<file path="src/rtl/hard_disk_placement_cell_list_defines.svh">
// assertion macros shared by the disk placement rtl
`ifndef HARD_DISK_PLACEMENT_CELL_LIST_DEFINES_SVH
`define HARD_DISK_PLACEMENT_CELL_LIST_DEFINES_SVH

// property that must hold at every clock edge out of reset
`define HDPCL_ASSERT(lbl, prop, msg) \
  lbl: assert property (@(posedge clk_i) disable iff (!rst_ni) (prop)) else $error(msg);

// antecedent in one cycle implies consequent in the next
`define HDPCL_ASSERT_NEXT(lbl, ante, cons, msg) \
  lbl: assert property (@(posedge clk_i) disable iff (!rst_ni) (ante) |=> (cons)) \
    else $error(msg);

`endif

</file>
<file path="src/rtl/hdpcl_div.sv">
// restoring divider, one quotient bit per cycle
`timescale 1ns / 1ps
module hdpcl_div (
  input  logic        clk_i,
  input  logic        rst_ni,
  input  logic        start_i,
  input  logic [31:0] num_i,
  input  logic [31:0] den_i,
  output logic        done_o,
  output logic [31:0] quo_o,
  output logic [31:0] rem_o
);
  logic        busy_q, busy_d, done_q, done_d;
  logic [4:0]  cnt_q, cnt_d;
  logic [32:0] rem_q, rem_d;
  logic [31:0] quo_q, quo_d, den_q, den_d;
  logic [32:0] trial;

  always_comb begin
    busy_d = busy_q;
    done_d = 1'b0;
    cnt_d  = cnt_q;
    rem_d  = rem_q;
    quo_d  = quo_q;
    den_d  = den_q;
    trial  = {rem_q[31:0], quo_q[31]};
    if (start_i) begin
      busy_d = 1'b1;
      cnt_d  = '0;
      rem_d  = '0;
      quo_d  = num_i;
      den_d  = den_i;
    end else if (busy_q) begin
      quo_d = {quo_q[30:0], 1'b0};
      if (trial >= {1'b0, den_q}) begin
        rem_d    = trial - {1'b0, den_q};
        quo_d[0] = 1'b1;
      end else begin
        rem_d = trial;
      end
      cnt_d = cnt_q + 5'd1;
      if (cnt_q == 5'd31) begin
        busy_d = 1'b0;
        done_d = 1'b1;
      end
    end
  end

  always_ff @(posedge clk_i or negedge rst_ni) begin
    if (!rst_ni) begin
      busy_q <= 1'b0;
      done_q <= 1'b0;
      cnt_q  <= '0;
    end else begin
      busy_q <= busy_d;
      done_q <= done_d;
      cnt_q  <= cnt_d;
    end
  end

  always_ff @(posedge clk_i) begin
    rem_q <= rem_d;
    quo_q <= quo_d;
    den_q <= den_d;
  end

  assign done_o = done_q;
  assign quo_o  = quo_q;
  assign rem_o  = rem_q[31:0];
endmodule

</file>
<file path="config.mk">
export PLATFORM = sky130hd
export DESIGN_NAME = hdpcl_div
export DESIGN_NICKNAME = d
export VERILOG_FILES = /design/src/rtl/hard_disk_placement_cell_list_defines.svh /design/src/rtl/hdpcl_div.sv
export SDC_FILE = /design/constraint.sdc
export NUM_CORES = 1
export LEC_CHECK = 0
export BUFFER_PORTS_ARGS = -buffer_cell sky130_fd_sc_hd__buf_2
export CORE_MARGIN = 1.5
export CORE_UTILIZATION = 59
export DETAILED_ROUTE_END_ITERATION = 8
export GPL_ROUTABILITY_DRIVEN = 0
export PLACE_DENSITY = 0.82
export SETUP_SLACK_MARGIN = 0.02
export SYNTH_ARGS = -nofsm -noshare
export SYNTH_HDL_FRONTEND = slang
export SYNTH_SLANG_ARGS = --single-unit
</file>
<file path="constraint.sdc">
create_clock -name clk_i -period 6.53 [get_ports clk_i]
set_clock_uncertainty 0.2 [all_clocks]
set_input_delay 0 -clock clk_i [delete_from_list [all_inputs] [get_ports clk_i]]
set_output_delay 0 -clock clk_i [all_outputs]
set_load 0.01 [all_outputs]
</file>
==> impl_metrics.py <==
metrics = {
    "status": {
        "status": "complete, no violations",
    },
    "yosys": {
        "syn-cell-area_um2": 5869,
        "synth.most_common_cell": "edfxtp_1",
        "synth_mux_area_share_pct": 7.141,
        "synthArstFlopShare_pct": 6.796,
        "synth_common_cells": "64 x edfxtp_1, 45 x a21oi_1, 43 x nand2_1",
        "yosys.area_share.simple_pct": 10.70,
        "synth_top_family_by_area": "compound AO/OA/AOI/OAI gates",
        "ys_warn_count": 0,
        "synthFlopType": "edfxtp_1",
        "synthCells": 567,
        "synth_xor_area_share_pct": 4.178,
        "ys_types": 61,
        "syn_area_per_cell_um2": 10.35,
        "ys_seq_elements": 103,
        "yosysTopAreaCellShare_pct": 32.74,
        "seq_area_frac_synth_pct": 46.64,
        "mappedNetlistNets": 669,
        "synth_edf_count": 64,
        "synth_top_area_cell": "edfxtp_1",
        "yosys.area_share.adder_pct": 7.589,
        "synthTopCellsByArea": "edfxtp_1 33%, dfxtp_1 11%, ha_1 7.2%",
        "synth_compound_area_share_pct": 18.82,
    },
    "global_route": {
        "antenna_found_initial": 0,
        "globalRoute.totalOverflow": 0,
        "grt_max_degree": 50,
        "grt_pass1_vias": 5108,
        "track_usage_pct": 29.32,
        "grt_pass1_wl_um": 23650,
    },
    "setup_path": {
        "critical_path_class": "reg2reg",
        "crit_required_ns": 6.61,
        "endpoint_kind": "flip-flop",
        "cp_max_fo": 30,
        "rr_worst_depth": 11,
        "start_kind": "flip-flop",
        "worstPathArrival_ns": 4.09,
    },
    "sta": {
        "setup_viol": 0,
        "tns_ns": 0,
        "hold_ws_ns": 0.1038,
        "slew_headroom_pct": 14.70,
        "timing.fmax_mhz": 248.9,
        "tightest_slew_ns": 1.278,
        "slew_viol_final": 0,
        "hold_viol": 0,
        "min_period_ns": 4.017,
        "rsz0062_at_grt": "no",
        "finalCritPeriodShare_pct": 61.52,
    },
    "hold_path": {
        "min_path_type": "in2reg",
        "worstHoldPathCells": 2,
    },
    "power_and_ir_drop": {
        "power_density_nw_per_um2": 193.5,
        "p_total_mw": 1.443,
        "p_leak_nw": 3.418,
        "peakVddDrop_v": 0.0001590,
    },
    "place": {
        "port_buffers": 131,
        "dp.cells": 808,
        "hpwl_um": 9972,
        "dpl-instance-area_um2": 6600,
    },
    "finish": {
        "num-fill-cells": 641,
        "regArea_um2": 2738,
        "multi_input_area_um2": 2843,
        "finalInstanceArea_um2": 7460,
        "diodes": 0,
        "area_growth_pct": 27.09,
        "final_cell_count_no_fill": 891,
        "nNetsFinal": 855,
        "drive_above_1_share_pct": 25.73,
    },
    "clocking": {
        "cts_tree": "done",
        "clk_latency_ns": 0.40,
        "clkSinkCount": 103,
        "postCtsSetupBuffers": 0,
        "clk_path_buf_depth": 2,
        "numCtsBuffers": 9,
        "h-tree-depth": 3,
        "hold_buffers": 67,
        "cts_root_buf": "clkbuf_8",
        "cts-resized-gates": 0,
        "clk_pin_slew_ns": 0.10,
    },
    "detailed_routing": {
        "avgViaCountPerCell": 5.733,
        "drc": 0,
        "dr.first_iter.drc_count": 320,
        "antenna_left": 0,
        "vias": 5108,
        "wirelength_um": 15240,
        "first_pass_iters": 7,
        "post_drt_wl_per_cell_um": 17.11,
    },
    "die": {
        "dieHeight_um": 102.7,
        "rows": 36,
        "io_pins": 132,
        "dieArea_um2": 10560,
        "die_x_um": 102.7,
        "start_util_pct": 60.33,
        "fp.coreArea_um2": 9729,
    },
    "job": {
        "cap_violations": 0,
    },
}
## cell type report
type | count | area share [%]
Multi-Input combinational cell | 394 | 38.11
Sequential cell | 103 | 36.70
Timing Repair Buffer | 203 | 18.32
Tap cell | 133 | 2.231
Inverter | 42 | 2.113
Clock buffer | 11 | 1.761
Clock inverter | 5 | 0.7716
## per-layer routing
metal  vias up  track usage (%)  part of all wire [%]
li1       2454                -                     -
met1      2404            33.55                    39
met2       208            51.96                    52
met3        42            7.119                   6.2
met4         0            13.51                   2.5
met5         -                0                     0
## sequential cells by signal, indices dropped and copies added, names as in the netlist
name / cells
rem_q: 32
quo_o: 32
cnt_q: 5
busy_q: 1
den_q: 32
done_o: 1
## cells by family after synthesis
logic type / after synthesis
xor gates and xnor gates: 28
muxes: 38
AOI/OAI and AO/OA: 160
and+or+nand+nor: 133
adders and majority gates: 35
buffers and inverters: 70
DFF: 103
## critical path, cell delays in order (launching register included)
cell	delay, ns
edfxtp_1	0.33
inv_1	0.04
ha_1	0.35
o211ai_2	0.16
a21oi_1	0.08
o311a_1	0.45
o41ai_4	0.32
o31ai_2	0.18
a221oi_4	0.96
buf_4	0.45
mux2i_1	0.27
a211oi_1	0.09
## power by group
part | leakage (nW) | switching, mW | internal (mW)
Combinational | 2.32 | 0.144 | 0.131
Sequential | 1.00 | 0.0238 | 0.739
Clock | 0.0977 | 0.227 | 0.178
## stage by stage
| step | util [%] | worst slack [ns] |
|---|---|---|
| after floorplan | - | 3.482 |
| after global placement | 67.84 | 2.709 |
| after detailed placement | 67.84 | 2.528 |
| after CTS | 76.67 | 2.548 |
| after global routing | 76.67 | 2.266 |
| final | 76.67 | 2.513 |
## path summary, 6_finish.rpt
kind	start	endpoint	slack [ns]
min in group asynchronous	rst_ni	cnt_q[0]	0.39
setup reg to reg	den_q[2]	rem_q[20]	2.51
hold reg to reg	rem_q[2]	rem_q[2]	0.31
max in group asynchronous	rst_ni	done_o	5.49
setup / recovery	den_q[2]	rem_q[20]	2.51
hold / removal	den_i[13]	den_q[13]	0.10
## cells in the final DEF, fill, tap and decap left out, types with 8 or more instances in the layout
cell type / Yosys / routed
a21oi_1: 45 / 45
nand4_1: 8 / 8
clkbuf_8: 0 / 9
inv_1: 42 / 42
o211ai_1: 8 / 8
a21o_1: 11 / 11
nand2_1: 43 / 43
nand3_1: 11 / 11
edfxtp_1: 64 / 64
dfxtp_1: 32 / 32
xor2_1: 13 / 13
ha_1: 34 / 34
buf_2: 3 / 130
a22o_1: 8 / 8
nor2_1: 37 / 37
mux2_2: 31 / 31
dlygate4sd3_1: 0 / 67
o21ai_0: 38 / 38
nand2b_1: 9 / 9
xnor2_1: 15 / 15
Note: power is estimated with default switching activity, not from simulation.
